### config.mk
export PLATFORM = sky130hd
export DESIGN_NAME = bct_ctrl
export DESIGN_NICKNAME = d
export VERILOG_FILES = /design/src/design/bct_pkg.sv /design/src/design/bct_ctrl.sv
export SDC_FILE = /design/constraint.sdc
export NUM_CORES = 1
export LEC_CHECK = 0
export BUFFER_PORTS_ARGS = -buffer_cell sky130_fd_sc_hd__buf_2
export CAP_MARGIN = 30
export CORE_MARGIN = 5
export CORE_UTILIZATION = 50
export CTS_CLUSTER_DIAMETER = 120
export DETAILED_ROUTE_END_ITERATION = 10
export PLACE_DENSITY = 0.83
export REMOVE_ABC_BUFFERS = 1
export SLEW_MARGIN = 40
export SYNTH_ARGS = -nofsm -noshare
export SYNTH_HDL_FRONTEND = slang
export SYNTH_SLANG_ARGS = --single-unit
### constraint.sdc
create_clock -name clk -period 3.8 [get_ports clk]
set_clock_uncertainty 0.2 [all_clocks]
set_input_delay 0.19 -clock clk [delete_from_list [all_inputs] [get_ports clk]]
set_output_delay 0.19 -clock clk [all_outputs]
set_load 0.1 [all_outputs]
### src/design/bct_pkg.sv
`timescale 1ns / 1ps
// ----------------------------------------------------------------------------
// bct_pkg
// Shared types and constants of the binary contour tracer: item structs,
// mode and heading codes, register indexes and pixel store request types.
// ----------------------------------------------------------------------------
package bct_pkg;

  // default image limits
  localparam int MAX_WIDTH_DEF  = 256;
  localparam int MAX_HEIGHT_DEF = 256;

  // field widths
  localparam int CORNER_W = 9;             // corner and pixel coordinate fields
  localparam int PROBE_W  = CORNER_W + 1;  // probe coordinate, holds x + 1
  localparam int ADDR_EXT_W = 13;          // wide enough for a 4096 limit

  // item modes
  localparam logic [1:0] MODE_LOAD  = 2'd0;
  localparam logic [1:0] MODE_START = 2'd1;
  localparam logic [1:0] MODE_STEP  = 2'd2;

  // headings, north decreases y
  localparam logic [1:0] HEAD_N = 2'd0;
  localparam logic [1:0] HEAD_E = 2'd1;
  localparam logic [1:0] HEAD_S = 2'd2;
  localparam logic [1:0] HEAD_W = 2'd3;

  // configuration register indexes
  localparam logic [1:0] CFG_IDX_WIDTH  = 2'd0;
  localparam logic [1:0] CFG_IDX_HEIGHT = 2'd1;

  typedef struct packed {
    logic [1:0]          mode;
    logic [CORNER_W-1:0] pixel_col;
    logic [CORNER_W-1:0] pixel_row;
    logic                pixel_black;
  } in_item_t;

  typedef struct packed {
    logic [CORNER_W-1:0] corner_x;
    logic [CORNER_W-1:0] corner_y;
    logic                found;
    logic                last;
  } out_item_t;

  // one-based pixel read request
  typedef struct packed {
    logic [PROBE_W-1:0] col;
    logic [PROBE_W-1:0] row;
  } probe_t;

  // one-based pixel write request
  typedef struct packed {
    logic                en;
    logic [CORNER_W-1:0] col;
    logic [CORNER_W-1:0] row;
    logic                black;
  } pix_wr_t;

endpackage

### src/design/bct_ctrl.sv
`timescale 1ns / 1ps
// ----------------------------------------------------------------------------
// bct_ctrl
// Sequencer of the contour tracer. Drives the single pixel probe for the
// row-major start scan and for the two front-pixel reads of each step,
// keeps the walker state and produces the result strobe.
// ----------------------------------------------------------------------------
module bct_ctrl (
  input  logic                          clk,
  input  logic                          rst_n,
  input  logic                          start,
  output logic                          busy,
  input  bct_pkg::in_item_t             in_data,
  input  logic [bct_pkg::CORNER_W-1:0]  used_w,
  input  logic [bct_pkg::CORNER_W-1:0]  used_h,
  output bct_pkg::probe_t               probe,
  output bct_pkg::pix_wr_t              wr,
  input  logic                          pixel,
  output logic                          out_valid,
  output bct_pkg::out_item_t            out_data
);

  localparam int CW = bct_pkg::CORNER_W;
  localparam int PW = bct_pkg::PROBE_W;

  typedef enum logic [3:0] {
    ST_IDLE  = 4'b0001,
    ST_SCAN  = 4'b0010,
    ST_ADV_R = 4'b0100,
    ST_ADV_T = 4'b1000
  } state_t;

  state_t             state_r, state_nxt;
  logic [CW-1:0]      walk_x_r, walk_x_nxt;
  logic [CW-1:0]      walk_y_r, walk_y_nxt;
  logic [1:0]         head_r, head_nxt;
  logic [CW-1:0]      start_x_r, start_x_nxt;
  logic [CW-1:0]      start_y_r, start_y_nxt;
  logic               active_r, active_nxt;
  logic [CW-1:0]      scan_c_r, scan_c_nxt;
  logic [CW-1:0]      scan_r_r, scan_r_nxt;
  logic               scan_done_r, scan_done_nxt;
  logic               pend_v_r, pend_v_nxt;
  logic [CW-1:0]      pend_c_r, pend_c_nxt;
  logic [CW-1:0]      pend_r_r, pend_r_nxt;
  logic               left_r, left_nxt;
  logic               out_valid_r, out_valid_nxt;
  bct_pkg::out_item_t out_data_r, out_data_nxt;

  logic               accept;
  logic [CW-1:0]      step_x;
  logic [CW-1:0]      step_y;
  logic [1:0]         turn_head;

  // one-based coordinates of the left or right front pixel
  function automatic bct_pkg::probe_t front_pixel(input logic [CW-1:0] x,
                                                  input logic [CW-1:0] y,
                                                  input logic [1:0]    h,
                                                  input logic          is_left);
    bct_pkg::probe_t p;
    logic [PW-1:0]   x0;
    logic [PW-1:0]   x1;
    logic [PW-1:0]   y0;
    logic [PW-1:0]   y1;
    x0 = {1'b0, x};
    x1 = {1'b0, x} + 1'b1;
    y0 = {1'b0, y};
    y1 = {1'b0, y} + 1'b1;
    case (h)
      bct_pkg::HEAD_N: begin
        p.col = is_left ? x0 : x1;
        p.row = y0;
      end
      bct_pkg::HEAD_E: begin
        p.col = x1;
        p.row = is_left ? y0 : y1;
      end
      bct_pkg::HEAD_S: begin
        p.col = is_left ? x1 : x0;
        p.row = y1;
      end
      default: begin
        p.col = x0;
        p.row = is_left ? y1 : y0;
      end
    endcase
    return p;
  endfunction

  assign accept = start && (state_r == ST_IDLE);
  assign busy   = (state_r != ST_IDLE);

  // walker moved one unit along its heading
  always_comb begin
    step_x = walk_x_r;
    step_y = walk_y_r;
    case (head_r)
      bct_pkg::HEAD_N: step_y = walk_y_r - 1'b1;
      bct_pkg::HEAD_E: step_x = walk_x_r + 1'b1;
      bct_pkg::HEAD_S: step_y = walk_y_r + 1'b1;
      default:         step_x = walk_x_r - 1'b1;
    endcase
  end

  // heading after the step, left pixel registered, right pixel arriving now
  always_comb begin
    if (left_r) begin
      turn_head = head_r + 2'd3;
    end else if (!pixel) begin
      turn_head = head_r + 2'd1;
    end else begin
      turn_head = head_r;
    end
  end

  // shared pixel probe
  always_comb begin
    case (state_r)
      ST_SCAN: begin
        probe.col = {1'b0, scan_c_r};
        probe.row = {1'b0, scan_r_r};
      end
      ST_ADV_R: probe = front_pixel(walk_x_r, walk_y_r, head_r, 1'b0);
      default:  probe = front_pixel(step_x, step_y, head_r, 1'b1);
    endcase
  end

  // pixel loads go straight to the store
  assign wr.en    = accept && (in_data.mode == bct_pkg::MODE_LOAD);
  assign wr.col   = in_data.pixel_col;
  assign wr.row   = in_data.pixel_row;
  assign wr.black = in_data.pixel_black;

  // sequencer
  always_comb begin
    state_nxt     = state_r;
    walk_x_nxt    = walk_x_r;
    walk_y_nxt    = walk_y_r;
    head_nxt      = head_r;
    start_x_nxt   = start_x_r;
    start_y_nxt   = start_y_r;
    active_nxt    = active_r;
    scan_c_nxt    = scan_c_r;
    scan_r_nxt    = scan_r_r;
    scan_done_nxt = scan_done_r;
    pend_v_nxt    = pend_v_r;
    pend_c_nxt    = pend_c_r;
    pend_r_nxt    = pend_r_r;
    left_nxt      = left_r;
    out_valid_nxt = 1'b0;
    out_data_nxt  = out_data_r;
    case (state_r)
      ST_IDLE: begin
        if (accept && in_data.mode == bct_pkg::MODE_START) begin
          scan_c_nxt    = CW'(1);
          scan_r_nxt    = CW'(1);
          scan_done_nxt = 1'b0;
          pend_v_nxt    = 1'b0;
          state_nxt     = ST_SCAN;
        end else if (accept && in_data.mode == bct_pkg::MODE_STEP && active_r) begin
          // left read issued this cycle from the stepped position
          walk_x_nxt = step_x;
          walk_y_nxt = step_y;
          state_nxt  = ST_ADV_R;
        end
      end
      ST_SCAN: begin
        // issue the next pixel in row-major order
        if (!scan_done_r) begin
          pend_v_nxt = 1'b1;
          pend_c_nxt = scan_c_r;
          pend_r_nxt = scan_r_r;
          if (scan_c_r == used_w) begin
            scan_c_nxt = CW'(1);
            if (scan_r_r == used_h) begin
              scan_done_nxt = 1'b1;
            end else begin
              scan_r_nxt = scan_r_r + 1'b1;
            end
          end else begin
            scan_c_nxt = scan_c_r + 1'b1;
          end
        end else begin
          pend_v_nxt = 1'b0;
        end
        // check the pixel read in the previous cycle
        if (pend_v_r && pixel) begin
          walk_x_nxt            = pend_c_r - 1'b1;
          walk_y_nxt            = pend_r_r - 1'b1;
          start_x_nxt           = pend_c_r - 1'b1;
          start_y_nxt           = pend_r_r - 1'b1;
          head_nxt              = bct_pkg::HEAD_E;
          active_nxt            = 1'b1;
          out_valid_nxt         = 1'b1;
          out_data_nxt.corner_x = pend_c_r - 1'b1;
          out_data_nxt.corner_y = pend_r_r - 1'b1;
          out_data_nxt.found    = 1'b1;
          out_data_nxt.last     = 1'b0;
          state_nxt             = ST_IDLE;
        end else if (scan_done_r && !pend_v_r) begin
          active_nxt    = 1'b0;
          out_valid_nxt = 1'b1;
          out_data_nxt  = '0;
          state_nxt     = ST_IDLE;
        end
      end
      ST_ADV_R: begin
        left_nxt  = pixel;
        state_nxt = ST_ADV_T;
      end
      ST_ADV_T: begin
        head_nxt              = turn_head;
        out_valid_nxt         = 1'b1;
        out_data_nxt.corner_x = walk_x_r;
        out_data_nxt.corner_y = walk_y_r;
        out_data_nxt.found    = 1'b1;
        out_data_nxt.last     = (walk_x_r == start_x_r) && (walk_y_r == start_y_r) &&
                                (turn_head == bct_pkg::HEAD_E);
        state_nxt             = ST_IDLE;
      end
      default: begin
        state_nxt = ST_IDLE;
      end
    endcase
  end

  // control registers
  always_ff @(posedge clk) begin
    if (!rst_n) begin
      state_r     <= ST_IDLE;
      walk_x_r    <= '0;
      walk_y_r    <= '0;
      head_r      <= bct_pkg::HEAD_E;
      start_x_r   <= '0;
      start_y_r   <= '0;
      active_r    <= 1'b0;
      scan_done_r <= 1'b0;
      pend_v_r    <= 1'b0;
      out_valid_r <= 1'b0;
    end else begin
      state_r     <= state_nxt;
      walk_x_r    <= walk_x_nxt;
      walk_y_r    <= walk_y_nxt;
      head_r      <= head_nxt;
      start_x_r   <= start_x_nxt;
      start_y_r   <= start_y_nxt;
      active_r    <= active_nxt;
      scan_done_r <= scan_done_nxt;
      pend_v_r    <= pend_v_nxt;
      out_valid_r <= out_valid_nxt;
    end
  end

  // payload registers
  always_ff @(posedge clk) begin
    scan_c_r   <= scan_c_nxt;
    scan_r_r   <= scan_r_nxt;
    pend_c_r   <= pend_c_nxt;
    pend_r_r   <= pend_r_nxt;
    left_r     <= left_nxt;
    out_data_r <= out_data_nxt;
  end

  assign out_valid = out_valid_r;
  assign out_data  = out_data_r;

endmodule

[Word-level counts from Yosys, hierarchy flattened]
Index checks and enable logic that the tools add are counted.
Storage, ports and cells
  ROM bits: 0
  flip-flop bits (word level): 103
  memories: 0
  latch bits: 0
  bits in writable memories: 0
  output and inout port bits: 62
  input bits: 43
  logic and storage cells: 128
Cells by class
  divide/modulo/power cells: 0
  reduce and logical (&&, ||, !) cells: 26
  multipliers: 0
  shifts and indexed selects: 0
  order comparisons: 0
  add/subtract/negate cells: 14
  muxes and demuxes: 45
  bitwise gates (word level): 1
  equality and inequality tests: 23
Operators with widths (count)
  $pmux 20 s3: 2
  $mux 9: 12
  $pmux 9 s2: 6
  $pmux 20 s2: 2
  $add 9x1->10 const B: 4
  $mux 20: 2
  $add 9x1->9 const B: 4
  $eq 9x9->1: 4
  $sub 9x1->9 const B: 4
  $mux 4: 4
  $reduce_and 2->1: 7
  $pmux 4 s3: 1
  $ne 2x2->1 const B: 5
  $logic_and 1x1->1: 9
  $mux 1: 9
  $eq 2x1->1 const B: 3
  $mux 2: 3
  $pmux 1 s2: 3
  $reduce_bool 2->1: 3
  $reduce_and 5->1: 1
  $eq 2x2->1 const B: 2
  $eq 4x1->1 const B: 1
  $eq 4x2->1 const B: 1
  $eq 4x3->1 const B: 1
  14 further kinds: 16

[Longest topological paths before layout]
  word-level depth: 7
  depth in mapped cells: 14
  mapped depth without buffers: 11

[Worst setup path before layout]
No wires, ideal clock.
  path type: reg-to-output
  start point: register head_r[0]
  end point: output probe[19] (netlist bit)
  cell stages (with the launch flop): 10
  data arrival time: 5.509 ns
  data required time: 3.410 ns
  path buffers: 0
  setup slack: -2.099 ns
  cell sequence: dfxtp_1 > ha_1 > inv_1 > ha_1 > a211oi_2 > o21ai_0 > o21a_1 > o311ai_1 > nand4b_1 > o41ai_1
RTL lines
  from (decl): line bct_ctrl.sv:36  | logic [1:0] head_r, head_nxt;
  from (signal assigned): line bct_ctrl.sv:233  | head_r <= bct_pkg::HEAD_E;
  from (signal assigned): line bct_ctrl.sv:244  | head_r <= head_nxt;
  to (decl): line bct_ctrl.sv:16  | output bct_pkg::probe_t probe,

==> flow_summary.json <==
{
  "outcome": "complete, no violations",
  "netlist_instances": 878,
  "design_area_sq_um": 8970,
  "drt-pass1-iter-count": 6,
  "arrival_ps": 3340,
  "grtUsageTotal_pct": 24.8,
  "initial_core_util_pct": 50.5,
  "die-area_sq_um": 17700,
  "syn_area_per_cell_sq_um": 8.65,
  "n_antenna_cell": 0,
  "io_buffers": 66,
  "fin_util_pct": 59.7,
  "yosysTopAreaCell": "edfxtp_1",
  "rsz0062_at_grt": "true",
  "grt_antenna_before_repair": 0,
  "crit_fanout": 7,
  "yosysSeqAreaShare_pct": 34.7,
  "cp-start-kind": "flip-flop",
  "slew_headroom_pct": 45.0,
  "crit_type": "flip-flop to output pin",
  "vias": 7316,
  "multiInputGateArea_sq_um": 4740,
  "ys_ff_latch": 103,
  "synth_edf_count": 57,
  "async_reset_ff_share_pct": 0,
  "finalWorstSetupSlack_ps": 68.4,
  "pre_cts_slack_ps": 92.2,
  "power_leakage_uw": 0.00356,
  "finalNonFillerCells": 1121,
  "rows": 45,
  "yosys_most_used_dff": "edfxtp_1",
  "critPathRequiredTime_ps": 3410,
  "numCtsBuffers": 9,
  "report.final.slew_viol_count": 0,
  "area_growth_pct": 18.2,
  "ys_warn_count": 0,
  "synthesis.area_sq_um": 7590,
  "post-route-min-period_ps": 3730,
  "setup.worst_path.end_class": "output pin",
  "ant_nets": 0,
  "cts-root-buf": "clkbuf_16",
  "fp.dieH_um": 133,
  "finalSetupViolCount": 0,
  "timing.final.crit_share_pct": 98.2,
  "via_per_inst": 6.53,
  "grt_pass1_wl_um": 35600,
  "clk_pin_slew_ps": 70,
  "clockBufferDepth": 2,
  "powerDensity_nw_per_um2": 275,
  "cts_tree": "built",
  "wire_per_inst_um": 20.4,
  "yosysUniqueCellTypes": 79,
  "drc": 0,
  "grt_max_degree": 48,
  "hpwl_um": 16200,
  "fmax_mhz": 268,
  "core_area_sq_um": 15000,
  "ir_drop_v": 0.000291,
  "worstPathCellList": "inv_4 > ha_4 > inv_4 > ha_1 > a211oi_4 > nor2_1 > o31ai_4 > o21a_1 > nand3_2 > or4_1 > nand3_2 > buf_12",
  "slowest_delay_ps": 560,
  "overflow": 0,
  "final-seq-area_sq_um": 2640,
  "place.gp.congestion": 0.941,
  "crit_slowest_cell": "or4_1",
  "hold_path.class": "primary input to flip-flop",
  "h-tree-depth": 3,
  "clock_latency_ps": 360,
  "grt_pass1_vias": 6889,
  "ioPinCount": 105,
  "nets": 1003,
  "die_w_um": 133,
  "max_cap_viol_count": 0,
  "post-place-cells": 1098,
  "yosysTopAreaCellShare_pct": 22.5,
  "max_slew.worst_pin.slew_ps": 825,
  "drt-total-wl_um": 22900,
  "layout-drive-gt1-share_pct": 21.0,
  "cts_sinks": 103,
  "nFillCells": 1216,
  "synth_area_leaders": "edfxtp_1 23%, dfxtp_1 12%, nand2_1 5.9%",
  "hold_viol_final": 0,
  "placed_area_sq_um": 8360,
  "drtIter0Drc": 1067
}
cell usage after synthesis, types with 9 or more instances:
cell,number
nand2_1,120
o21ai_0,57
buf_4,19
a21oi_1,17
and3_1,12
xor2_1,40
a22oi_1,19
ha_1,30
nor2b_1,13
inv_1,22
nor4_1,10
clkbuf_1,46
o211ai_1,21
edfxtp_1,57
nand4_1,15
nor2_1,57
nor3_1,15
dfxtp_1,46
nand3_1,28
o211a_1,22
a31oi_1,9
a21boi_0,13
xnor2_1,40
worst max-delay path: cells and delay by family (launching register included):
kind | cells | cell delay [ps]
AOI/OAI and AO/OA | 3 | 880
and+or+nand+nor | 4 | 940
buffers and inverters | 3 | 350
DFF | 1 | 370
adders and majority gates | 2 | 460
worst paths after layout:
kind                             start                   endpoint  slack (ps)  cells after the start
min reg2reg  start_x_r[2]$_SDFFE_PN0P_  start_x_r[2]$_SDFFE_PN0P_         320                      1
min                              start    state_r[3]$_SDFFE_PN0P_          80                      5
max             head_r[0]$_SDFFE_PN1P_                   probe[8]          70                     12
max reg2reg     head_r[1]$_SDFFE_PN0P_   walk_x_r[6]$_SDFFE_PN0P_         950                     12
layout by cell type (no fill, tap or decap), types with 21 or more instances in the layout:
cell type,instances
o211ai_1,21
buf_4,49
xnor2_1,40
dfxtp_1,44
ha_1,21
buf_2,50
nand2_1,119
nand3_1,26
xor2_1,39
nor2_1,55
edfxtp_1,57
o211a_1,22
o21ai_0,54
repair_timing:
item,4_1_cts,5_1_grt
resized for setup,18,37
setup buffers,2,4
endpoints found under the setup margin,9,10
pin swaps,3,11
hold endpoints to repair,1,0
hold buffers,1,0
state kept, by name (all words and copies together) (netlist names):
signal	flops
active_r	1
pend_v_r	1
scan_c_r	9
scan_r_r	9
walk_x_r	9
state_r	4
pend_r_r	9
pend_c_r	9
start_x_r	9
left_r	1
walk_y_r	9
scan_done_r	1
start_y_r	9
head_r	2
out_data	20
out_valid	1
power breakdown:
part           total [uW]  internal (uW)  switching, uW  leakage [uW]
combinational         282           81.7            201       0.00255
sequential           1220           1190           32.9      0.000860
clock                 961            553            408      0.000150
cells by family (layout without fill, tap and decap cells):
logic type      count (synthesis)  after routing  share of synthesized area, %
simple gates                  323            323                          21.0
buf+inv                       101            156                          6.34
mux                             8              8                          1.07
xor+xnor                       80             80                          9.23
compound gates                231            231                          22.2
fa+ha+maj                      32             32                          5.47
flops                         103            103                          34.7
final cells by class:
type / instances / share of cell area (%)
flip-flops and latches: 103 / 29.4
well taps: 188 / 2.62
clock buffers: 12 / 2.87
multi-input cells: 674 / 52.8
clock inverters: 4 / 0.572
repair buffers: 118 / 10.7
inverters: 22 / 1.00
per-stage QoR:
step	hold WS [ps]	total power, uW	setup TNS (ps)
after floorplan	66.2	1430	-11430
after global placement	182	1510	0
after detailed placement	182	1520	0
after CTS	74.6	2470	0
after global routing	126	2530	-63.6
final	81.8	2470	0
metal layers:
metal	vias up	global-route usage (%)	wire [um]
met1	3468	31.2	8790
met3	85	6.08	2420
met4	0	12.2	994
li1	3291	-	-
met2	472	40.0	10700
met5	-	0	0
No activity file was read; power rests on OpenSTA's default activity.
